$ cat config.mk
export PLATFORM = sky130hd
export DESIGN_NAME = ascii_signed_int_tokenizer
export DESIGN_NICKNAME = d
export VERILOG_FILES = /design/src/hw/rtl/asit_pkg.sv /design/src/hw/rtl/asit_core.sv /design/src/hw/rtl/asit_fifo.sv /design/src/hw/rtl/ascii_signed_int_tokenizer.sv
export SDC_FILE = /design/constraint.sdc
export NUM_CORES = 1
export LEC_CHECK = 0
export ABC_CLOCK_PERIOD_IN_PS = 5600
export BUFFER_PORTS_ARGS = -buffer_cell sky130_fd_sc_hd__buf_4
export CAP_MARGIN = 10
export CELL_PAD_IN_SITES_DETAIL_PLACEMENT = 1
export CELL_PAD_IN_SITES_GLOBAL_PLACEMENT = 1
export CORE_AREA = 3 3 165 167
export DETAILED_ROUTE_END_ITERATION = 12
export DIE_AREA = 0 0 168 170
export GPL_ROUTABILITY_DRIVEN = 1
export PLACE_DENSITY = 0.83
export SLEW_MARGIN = 40
export SYNTH_ARGS = -nofsm -noshare
export SYNTH_HDL_FRONTEND = slang
export SYNTH_HIERARCHICAL = 1
export SYNTH_SLANG_ARGS = --single-unit
$ cat constraint.sdc
create_clock -name clk_i -period 5.6 [get_ports clk_i]
set_clock_uncertainty 0.05 [all_clocks]
set_input_delay 1.12 -clock clk_i [delete_from_list [all_inputs] [get_ports clk_i]]
set_output_delay 1.12 -clock clk_i [all_outputs]
set_load 0.01 [all_outputs]
$ cat src/hw/rtl/asit_pkg.sv
package asit_pkg;

  // Result status codes.
  typedef enum logic [1:0] {
    ST_OK  = 2'd0,
    ST_BAD = 2'd1,
    ST_END = 2'd2
  } status_e;

  // Character codes that the scanner recognizes.
  localparam logic [7:0] CHAR_MINUS = 8'h2D;
  localparam logic [7:0] CHAR_PLUS  = 8'h2B;
  localparam logic [7:0] CHAR_ZERO  = 8'h30;
  localparam logic [7:0] CHAR_NINE  = 8'h39;
  localparam logic [7:0] CHAR_SPACE = 8'h20;
  localparam logic [7:0] CHAR_TAB   = 8'h09;
  localparam logic [7:0] CHAR_CR    = 8'h0D;

  // Saturation limits of the magnitude for each sign.
  localparam logic [31:0] LIM_POS = 32'h7FFF_FFFF;
  localparam logic [31:0] LIM_NEG = 32'h8000_0000;

  // Default depth of the result queue; at least two.
  localparam int unsigned OUT_DEPTH = 4;

  // One result item.
  typedef struct packed {
    logic signed [31:0] value;
    status_e            status;
    logic               last;
  } result_t;

  // Up to two results that one input item pushes into the queue.
  typedef struct packed {
    logic    vld0;
    logic    vld1;
    result_t r0;
    result_t r1;
  } push_t;

endpackage

$ cat src/hw/rtl/asit_core.sv
module asit_core (
  input  logic          clk_i,
  input  logic          rst_ni,
  input  logic          in_valid_i,
  output logic          in_stall_o,
  input  logic [7:0]    char_in_i,
  input  logic          end_mark_i,
  input  logic          room_i,
  output asit_pkg::push_t push_o
);
  import asit_pkg::*;

  logic        vld_q;
  logic [7:0]  char_q;
  logic        end_q;
  logic        in_num_q, in_num_d;
  logic        neg_q, neg_d;
  logic [31:0] mag_q, mag_d;

  logic        take;
  logic        accept;
  logic        is_ws, is_digit;
  logic [3:0]  digit;
  logic [35:0] prod;
  logic [35:0] lim;
  logic [31:0] sval;

  // The held item is worked on once the queue has room for two results.
  assign take       = vld_q && room_i;
  assign in_stall_o = vld_q && !room_i;
  assign accept     = in_valid_i && !in_stall_o;

  // Input register.
  always_ff @(posedge clk_i or negedge rst_ni) begin
    if (!rst_ni) begin
      vld_q <= 1'b0;
    end else if (accept) begin
      vld_q <= 1'b1;
    end else if (take) begin
      vld_q <= 1'b0;
    end
  end

  always_ff @(posedge clk_i) begin
    if (accept) begin
      char_q <= char_in_i;
      end_q  <= end_mark_i;
    end
  end

  // Character classes of the held byte.
  assign is_ws    = (char_q == CHAR_SPACE) || (char_q >= CHAR_TAB && char_q <= CHAR_CR);
  assign is_digit = (char_q >= CHAR_ZERO) && (char_q <= CHAR_NINE);
  assign digit    = 4'(char_q - CHAR_ZERO);

  // Multiply by ten as two shifts and add the new digit.
  assign prod = ({4'b0, mag_q} << 3) + ({4'b0, mag_q} << 1) + {32'b0, digit};
  assign lim  = neg_q ? {4'b0, LIM_NEG} : {4'b0, LIM_POS};
  assign sval = neg_q ? (32'd0 - mag_q) : mag_q;

  // Scanner state update and result generation.
  always_comb begin
    in_num_d = in_num_q;
    neg_d    = neg_q;
    mag_d    = mag_q;
    push_o   = '0;
    push_o.r0.status = ST_OK;
    push_o.r1.status = ST_OK;
    if (take) begin
      if (end_q) begin
        push_o.vld0 = 1'b1;
        if (in_num_q) begin
          push_o.r0.value  = $signed(sval);
          push_o.r0.status = ST_OK;
        end else begin
          push_o.r0.status = ST_END;
        end
        in_num_d = 1'b0;
        neg_d    = 1'b0;
        mag_d    = '0;
      end else if (in_num_q && is_digit) begin
        mag_d = (prod > lim) ? lim[31:0] : prod[31:0];
      end else begin
        // A non-digit closes an open number, then starts a new scan.
        if (in_num_q) begin
          push_o.vld0      = 1'b1;
          push_o.r0.value  = $signed(sval);
          push_o.r0.status = ST_OK;
          in_num_d = 1'b0;
          neg_d    = 1'b0;
          mag_d    = '0;
        end
        if (is_ws) begin
          in_num_d = in_num_d;
        end else if (char_q == CHAR_MINUS) begin
          in_num_d = 1'b1;
          neg_d    = 1'b1;
          mag_d    = '0;
        end else if (char_q == CHAR_PLUS) begin
          in_num_d = 1'b1;
          neg_d    = 1'b0;
          mag_d    = '0;
        end else if (is_digit) begin
          in_num_d = 1'b1;
          neg_d    = 1'b0;
          mag_d    = {28'b0, digit};
        end else if (in_num_q) begin
          push_o.vld1      = 1'b1;
          push_o.r1.status = ST_BAD;
        end else begin
          push_o.vld0      = 1'b1;
          push_o.r0.status = ST_BAD;
        end
      end
      // Mark the final result of this item.
      if (push_o.vld1) begin
        push_o.r1.last = 1'b1;
      end else if (push_o.vld0) begin
        push_o.r0.last = 1'b1;
      end
    end
  end

  // Scanner state.
  always_ff @(posedge clk_i or negedge rst_ni) begin
    if (!rst_ni) begin
      in_num_q <= 1'b0;
      neg_q    <= 1'b0;
      mag_q    <= '0;
    end else begin
      in_num_q <= in_num_d;
      neg_q    <= neg_d;
      mag_q    <= mag_d;
    end
  end

endmodule

$ cat src/hw/rtl/asit_fifo.sv
module asit_fifo #(
  parameter int unsigned Depth = asit_pkg::OUT_DEPTH
) (
  input  logic              clk_i,
  input  logic              rst_ni,
  input  asit_pkg::push_t   push_i,
  output logic              room_o,
  output logic              out_valid_o,
  input  logic              out_stall_i,
  output asit_pkg::result_t head_o
);
  import asit_pkg::*;

  localparam int unsigned PtrW = $clog2(Depth);
  localparam int unsigned CntW = $clog2(Depth + 1);
  localparam logic [PtrW-1:0] LastIdx = PtrW'(Depth - 1);

  result_t         mem_q [Depth];
  logic [PtrW-1:0] wr_q, wr_d, wr_nx, rd_q, rd_d;
  logic [CntW-1:0] cnt_q, cnt_d;
  logic            pop;

  function automatic logic [PtrW-1:0] inc(input logic [PtrW-1:0] p);
    inc = (p == LastIdx) ? '0 : p + 1'b1;
  endfunction

  assign room_o      = cnt_q <= CntW'(Depth - 2);
  assign out_valid_o = cnt_q != '0;
  assign head_o      = mem_q[rd_q];
  assign pop         = out_valid_o && !out_stall_i;
  assign wr_nx       = inc(wr_q);

  // Pointer and fill count update.
  always_comb begin
    wr_d  = wr_q;
    rd_d  = rd_q;
    cnt_d = cnt_q;
    if (push_i.vld1) begin
      wr_d  = inc(wr_nx);
      cnt_d = cnt_d + CntW'(2);
    end else if (push_i.vld0) begin
      wr_d  = wr_nx;
      cnt_d = cnt_d + CntW'(1);
    end
    if (pop) begin
      rd_d  = inc(rd_q);
      cnt_d = cnt_d - CntW'(1);
    end
  end

  always_ff @(posedge clk_i or negedge rst_ni) begin
    if (!rst_ni) begin
      wr_q  <= '0;
      rd_q  <= '0;
      cnt_q <= '0;
    end else begin
      wr_q  <= wr_d;
      rd_q  <= rd_d;
      cnt_q <= cnt_d;
    end
  end

  // Result storage; the second result goes to the following slot.
  always_ff @(posedge clk_i) begin
    if (push_i.vld0) begin
      mem_q[wr_q] <= push_i.r0;
    end
    if (push_i.vld1) begin
      mem_q[wr_nx] <= push_i.r1;
    end
  end

endmodule

$ cat src/hw/rtl/ascii_signed_int_tokenizer.sv
// Signed decimal integer tokenizer. Takes one text byte per transfer on the
// input channel (or an end mark) and gives 32-bit saturated integers on the
// output channel, with status ok, bad character or end without a number;
// last marks the final result of one input byte, which may cause zero, one
// or two results. A byte enters an input register, is processed by a
// multiply-by-ten-and-add against the scanner state, and its results go
// into a small result queue, so one byte is taken every cycle as long as
// results drain at one per cycle. The first result is offered once the byte
// has passed the input register and been written into the result queue.
// The input stalls only when the queue lacks room for two more results.
module ascii_signed_int_tokenizer #(
  parameter int unsigned OutDepth = asit_pkg::OUT_DEPTH
) (
  input  logic               clk_i,
  input  logic               rst_ni,
  input  logic               in_valid_i,
  output logic               in_stall_o,
  input  logic [7:0]         char_in_i,
  input  logic               end_mark_i,
  output logic               out_valid_o,
  input  logic               out_stall_i,
  output logic signed [31:0] value_o,
  output logic [1:0]         status_o,
  output logic               last_o
);
  import asit_pkg::*;

  push_t   push;
  logic    room;
  result_t head;

  // Scanner with its input register.
  asit_core u_core (
    .clk_i      (clk_i),
    .rst_ni     (rst_ni),
    .in_valid_i (in_valid_i),
    .in_stall_o (in_stall_o),
    .char_in_i  (char_in_i),
    .end_mark_i (end_mark_i),
    .room_i     (room),
    .push_o     (push)
  );

  // Result queue toward the output channel.
  asit_fifo #(
    .Depth (OutDepth)
  ) u_fifo (
    .clk_i       (clk_i),
    .rst_ni      (rst_ni),
    .push_i      (push),
    .room_o      (room),
    .out_valid_o (out_valid_o),
    .out_stall_i (out_stall_i),
    .head_o      (head)
  );

  assign value_o  = head.value;
  assign status_o = head.status;
  assign last_o   = head.last;

  // A second result never comes without a first one.
  assert property (@(posedge clk_i) disable iff (!rst_ni) push.vld1 |-> push.vld0)
    else $error("second result pushed without a first");

  // Results are only produced when the queue has room for them.
  assert property (@(posedge clk_i) disable iff (!rst_ni) push.vld0 |-> room)
    else $error("result pushed into a full queue");

  // With two results, only the second carries the last mark.
  assert property (@(posedge clk_i) disable iff (!rst_ni)
    push.vld1 |-> (push.r1.last && !push.r0.last))
    else $error("last mark on the wrong result");

  // An end without a number gives a single zero result.
  assert property (@(posedge clk_i) disable iff (!rst_ni)
    (push.vld0 && push.r0.status == ST_END) |-> (push.r0.value == 0 && !push.vld1))
    else $error("malformed end-of-data result");

endmodule

======== After elaboration in Yosys (flattened, before gate mapping) ========
Memory sizes are Yosys's and may differ from the RTL's.
Cells that the tools add are included.
storage, ports and cells
  register bits ........................... 51
  memory bits (writable) .................. 140
  output and inout port bits .............. 37
  word-level logic and storage cells ...... 117
  memories kept ........................... 1
operators by class
  $add $sub $neg .......................... 10
  $lt $le $gt $ge ......................... 6
  equal/unequal tests ..................... 7
  muxes and demuxes ....................... 69
  reduce and logical (&&, ||, !) cells .... 15
memories
  memory        words  width  read ports  clocked after Yosys merged registers in  write ports  line             text
  u_fifo.mem_q  4      35     1           0                                        2            asit_fifo.sv:18  result_t mem_q [Depth];
operators with widths
  cell                   number
  $mux 32                11
  $mux 34                2
  $mux 2                 21
  $mux 37                1
  $add 35x33->36         1
  $add 36x4->36          1
  $gt 36x36->1           1
  $mux 36                1
  $sub 1x32->32 const A  1
  $mux 1                 29
  $eq 8x6->1 const B     3
  $mux 3                 4
  $ge 8x4->1 const B     1
  $ge 8x6->1 const B     1
  $le 8x4->1 const B     1
  $le 8x6->1 const B     1
  $logic_and 1x1->1      7
  $add 2x1->2 const B    3
  $eq 2x2->1 const B     3
  $reduce_bool 2->1      2
  $sub 4x1->4 const B    1
  $add 3x1->3 const B    1
  $add 3x2->3 const B    1
  $le 3x2->1 const B     1
  6 further kinds        8

======== Depth between registers and ports, before layout ========
  depth after elaboration ................. 18
  gate-level depth with buffers ........... 22
  mapped depth without buffers ............ 21

======== Cells and area by module ========
Netlist, hierarchy kept.
by module, submodules not included
  module     instances  cells each  area each (sq um)
  asit_fifo  1          398         7544.7
  asit_core  1          693         5845.6

======== Least setup slack after synthesis ========
No wires, ideal clock.
  kind .................................... register to register
  start point ............................. register u_core.char_q[3]
  end point ............................... register u_core.mag_q[12]
  setup time .............................. 0.124 ns
  data arrival time ....................... 5.010 ns
  required time ........................... 5.426 ns
  slack ................................... 0.416 ns
  cell stages (with the launch flop) ...... 22
  path buffers ............................ 1
  period minus slack after synthesis ...... 5.184 ns
  cells stage by stage .................... edfxtp_1 -> fa_1 -> fa_1 -> a21o_1 -> a221o_1 -> a2111oi_4 -> o41ai_1 -> a21oi_1 -> nor2_1 -> or3_1 -> xnor2_1 -> ha_1 -> nand2_1 -> o21ai_0 -> nor2_1 -> o211a_1 -> a31o_2 -> o311ai_1 -> nor3_2 -> nor3_2 -> buf_6 -> a211o_1
on the way
  cells in the longest elaborated chain, start to end .. 8
ends and longest elaborated chain
  item                                                   line              text
  start, declared                                        asit_core.sv:14   logic [7:0] char_q;
  start signal, assigned                                 asit_core.sv:46   char_q <= char_in_i;
  branches (longest 6 deep; another with $add 36x4->36)  -
  $mux 32 (*)                                            asit_core.sv:81   end else if (in_num_q && is_digit) begin
  $mux 32 (*)                                            asit_core.sv:70   if (end_q) begin
  end signal, assigned                                   asit_core.sv:133  mag_q <= mag_d;
  end, declared                                          asit_core.sv:18   logic [31:0] mag_q, mag_d;
Mark *: on every way between the ends.
A chain may end at the register's enable or synchronous reset.

======== Worst setup path after layout ========
  start point ............................. register u_core.mag_q[2]
  end point ............................... register u_core.mag_q[14]
on the way
  cells in the longest elaborated chain, start to end .. 6
ends and longest elaborated chain
  item                line             text
  $add 35x33->36 (*)  asit_core.sv:57  assign prod = ({4'b0, mag_q} << 3) + ({4'b0, mag_q} << 1) + {32'b0, digit};
  $add 36x4->36 (*)   asit_core.sv:57
  $gt 36x36->1        asit_core.sv:82  mag_d = (prod > lim) ? lim[31:0] : prod[31:0];
  $mux 32 (*)         asit_core.sv:82
  $mux 32 (*)         asit_core.sv:81
  $mux 32 (*)         asit_core.sv:70
Mark *: on every way between the ends. The rest lies on a longest branch, timed or not.

==> results by group <==
Placement
  – Final Wtd Congestion: 0.842
  – HPWL Detailed: roughly 24,000 um
  – Placed Instance Area: ~0.014 sq mm
  – Port bufs: approximately 50

Worst hold path
  – Hold Path End: u_core/mag_q[29]
  – Hold path start: u_core/mag_q[29]
  – Hold depth: 1
  – Hold crit path type: reg2reg

Setup path
  – R2r startpoint: u_core/mag_q[2]
  – Worst-case reg-to-reg path depth: 21
  – CP top delay family: compound AO/OA/AOI/OAI gates
  – Slowest-stage cell, CP: fa_1
  – CP max stage delay: between 500 and 600 ps
  – Buf/Inv on CP: 1
  – CP arrival: 5660 ps
  – WP data required: slightly below 6000 ps
  – CP Launch Type: register
  – Setup crit end kind: register
  – R2R setup slack: around 200 ps
  – Crit Path Max Fanout: 8
  – FF-to-FF End: u_core/mag_q[14]
  – Crit-path cells: fa_1 -> fa_2 -> a21o_1 -> a221o_1 -> a2111oi_4 -> o41ai_2 -> a21oi_1 -> nor2_1 -> or3_1 -> xnor2_2 -> ha_1 -> nand2_1 -> o21ai_0 -> nor2_1 -> o211a_1 -> a31o_2 -> o311ai_4 -> nor3_4 -> nor3_4 -> buf_6 -> a221o_1
  – Critical path class: reg2reg

Die
  – Die H: approximately 170 um
  – Core area: 0.0259 sq mm
  – Die area: roughly 0.029 sq mm
  – Die Wd: roughly 170 um
  – Ports: 50
  – Initial core utilization: 51.7%
  – Row Count: 59

Route
  – Routed Antenna Nets: 0
  – Final WL: between 30,000 and 40,000 um
  – First-iteration detailed-routing DRC count: around 660
  – # DRC: 0
  – DR vias: roughly 9,000
  – Vias per inst: approximately 6
  – Wirelength per Cell: between 20 and 25 um
  – Drt pass-1 iters: 5

Global routing
  – Pin count of the biggest net entering global routing: between 40 and 50
  – Initial antenna violation count: 0
  – GRT Total Usage: about a quarter
  – First-pass GRT wire length: between 50,000 and 60,000 um
  – Vias in the first global route: ~9,800
  – Total grt overflow: 0

Power and ir drop
  – Psw: approximately 2.2 mW
  – Combinational power share: a little over two fifths
  – Clock share of power: approximately 22%
  – Worst ir drop on vdd: about 0.24 mV
  – Leak pwr: 6.58 nW
  – Int Pwr: 3.53 mW
  – Final Power: approximately 5.7 mW
  – PD cells: 387 mW/mm^2
  – Sequential power share: roughly 36%
  – Switch share: roughly 38%

Final layout
  – Fill cell count: roughly 2,600
  – Final Instance Area: roughly 0.015 sq mm
  – # nets final: between 1,000 and 1,500
  – Multi-input gate area: approximately 0.0074 sq mm
  – Most common cell after layout, fill and taps aside: edfxtp_1
  – Share of layout cells above drive strength 1: between 20 and 30%
  – N_diodes: 0
  – P&R area growth vs syn: 10.0%
  – Sequential cell area: ~0.0055 sq mm
  – Commonest non-fill, non-tap cells in the layout: 149 x edfxtp_1, 105 x ha_1, 85 x mux2_2
  – Final Util: between 50 and 60%

Clock network
  – Clk buf depth: 2
  – CTS tree: built
  – Clock latency on the worst-skew pair: around 450 ps
  – Worst-path clk slew: ~80 ps
  – H-tree levels: 4
  – TritonCTS Buffers: 17
  – CTS root buf: clkbuf_16
  – Clk sinks: 191

Yosys
  – Synth Warn #: 6
  – Synth Instances: 1,091
  – Xor and xnor area share after synthesis: ~4.2%
  – Largest family of logic cells by synthesized area: multiplexers
  – Sequential element share of the synthesized area: around two fifths
  – Seq cells post-synth: between 150 and 200
  – Post-Synth Adder-Cell Area: 10.2%
  – Mux cell area share after synthesis: ~20%
  – Compound-gate portion of the synthesized area: between 10% and 20%
  – Async set-reset flop share out of synthesis: a little over a fifth
  – Post-synth cell types: 76
  – Post-Synth Simple-Gate Area: 8.53%
  – Mapped Area: about 0.013 sq mm
  – Mapped Avg Cell Area: roughly 12 sq um
  – EDFF count, synth: 149
  – Post-synth top flop: edfxtp_1

STA
  – Hold WS: 593 ps
  – Max Clk Rate: between 0.15 and 0.2 GHz
  – Fin crit share: a little over nine tenths
  – Final Critical Period: approximately 5400 ps
  – Hold Fails Final Rpt: 0
  – Max_slew headroom: roughly 48%
  – Max-slew violation count: 0
  – Number of setup violations in the final report: 0
  – Worst slew pin tran: approximately 800 ps

Flow run
  – Max Cap Viol: 0

Status
  – Status: completed
## power groups by stage
stage	logic, mW	registers (mW)	clock network (mW)
6_report	2.37	2.04	1.28
3_5_place_dp	2.34	2.07	0
5_1_grt	2.57	2.07	1.35
3_3_place_gp	2.25	2.05	0
2_1_floorplan	1.59	1.98	0
4_1_cts	2.37	2.05	1.30
## logic make-up (layout without fill, tap and decap cells)
| logic type | Yosys count | after routing |
|---|---|---|
| and+or+nand+nor | 226 | 226 |
| AOI/OAI and AO/OA | 206 | 206 |
| DFF | 191 | 191 |
| muxes | 182 | 182 |
| buffers and inverters | 113 | 142 |
| adders and majority gates | 108 | 108 |
| xor gates and xnor gates | 64 | 64 |
| other | 1 | 33 |
## per-stage QoR
stage	setup slack, ps	TNS, ps	instances
6_report	200	0	1487
5_1_grt	-26.7	-43.8	1487
4_1_cts	20.4	0	1482
3_5_place_dp	-36.9	-529	1449
3_3_place_gp	155	0	1449
2_1_floorplan	416	0	1123
## area by class of cell
cell class | instances | area share [%]
Clock buffer | 17 | 2.89
Clock inverter | 15 | 1.41
Inverter | 25 | 0.637
Multi-Input combinational cell | 819 | 50.2
Sequential cell | 191 | 37.5
Tap cell | 335 | 2.85
Timing Repair Buffer | 85 | 4.52
## repair_timing
action / CTS / global route
setup buffers: 1 / 2
cloned: 0 / 3
setup endpoints to repair: 28 / 32
resized for setup: 2 / 18
hold buffers: 0 / 0
pin swaps: 2 / 10
## worst max-delay path by stage
stage / slack [ps] / to / start / cells after the start
4_1_cts: 20 / u_core/mag_q[15] / u_core/char_q[3] / 21
3_5_place_dp: -40 / u_core/mag_q[5] / u_core/char_q[3] / 21
6_report: 200 / u_core/mag_q[14] / u_core/mag_q[2] / 21
3_3_place_gp: 150 / u_core/mag_q[12] / u_core/char_q[3] / 21
5_1_grt: -30 / u_core/mag_q[14] / u_core/mag_q[2] / 21
2_1_floorplan: 420 / u_core/mag_q[12] / u_core/char_q[3] / 21
## synthesized netlist by cell type (5+ instances only)
| cell type | number | area share, % |
|---|---|---|
| nor2_1 | 64 | 1.8 |
| mux2_4 | 58 | 6.5 |
| and3_1 | 5 | 0.23 |
| inv_1 | 24 | 0.67 |
| a21o_1 | 11 | 0.62 |
| nand2b_1 | 6 | 0.28 |
| a211o_1 | 5 | 0.33 |
| o211ai_1 | 6 | 0.34 |
| o21ai_0 | 36 | 1.3 |
| nand4_1 | 14 | 0.65 |
| and2_1 | 6 | 0.28 |
| dfrtp_1 | 42 | 7.8 |
| nor3_1 | 14 | 0.52 |
| mux2_2 | 85 | 7.1 |
| buf_6 | 13 | 1.1 |
| mux4_2 | 35 | 5.9 |
| edfxtp_1 | 149 | 33 |
| xor2_1 | 36 | 2.4 |
| buf_2 | 15 | 0.56 |
| o21a_1 | 5 | 0.28 |
| a221o_1 | 29 | 2.2 |
| clkbuf_1 | 21 | 0.59 |
| nand2_1 | 55 | 1.5 |
| a21oi_1 | 57 | 2.1 |
| o31ai_1 | 8 | 0.45 |
| xnor2_1 | 28 | 1.8 |
| nand3_1 | 16 | 0.60 |
| nor2b_1 | 9 | 0.42 |
| ha_1 | 106 | 9.9 |
| buf_4 | 36 | 2.0 |
## flip-flops by register name (all words and copies together) (netlist names), 2 cells and up
register,count
u_fifo/cnt_q,3
u_fifo/mem_q,140
u_core/mag_q,32
u_fifo/wr_q,2
u_core/char_q,8
u_fifo/rd_q,2
## metal layers
| layer | vias to the layer above | share of wire (%) | track usage [%] |
|---|---|---|---|
| li1 | 4239 | - | - |
| met1 | 4650 | 43 | 31.4 |
| met2 | 172 | 52 | 43.7 |
| met3 | 40 | 3.5 | 3.02 |
| met4 | 0 | 1.7 | 5.73 |
| met5 | - | 0 | 0 |
(Power assumes the default switching activity.)
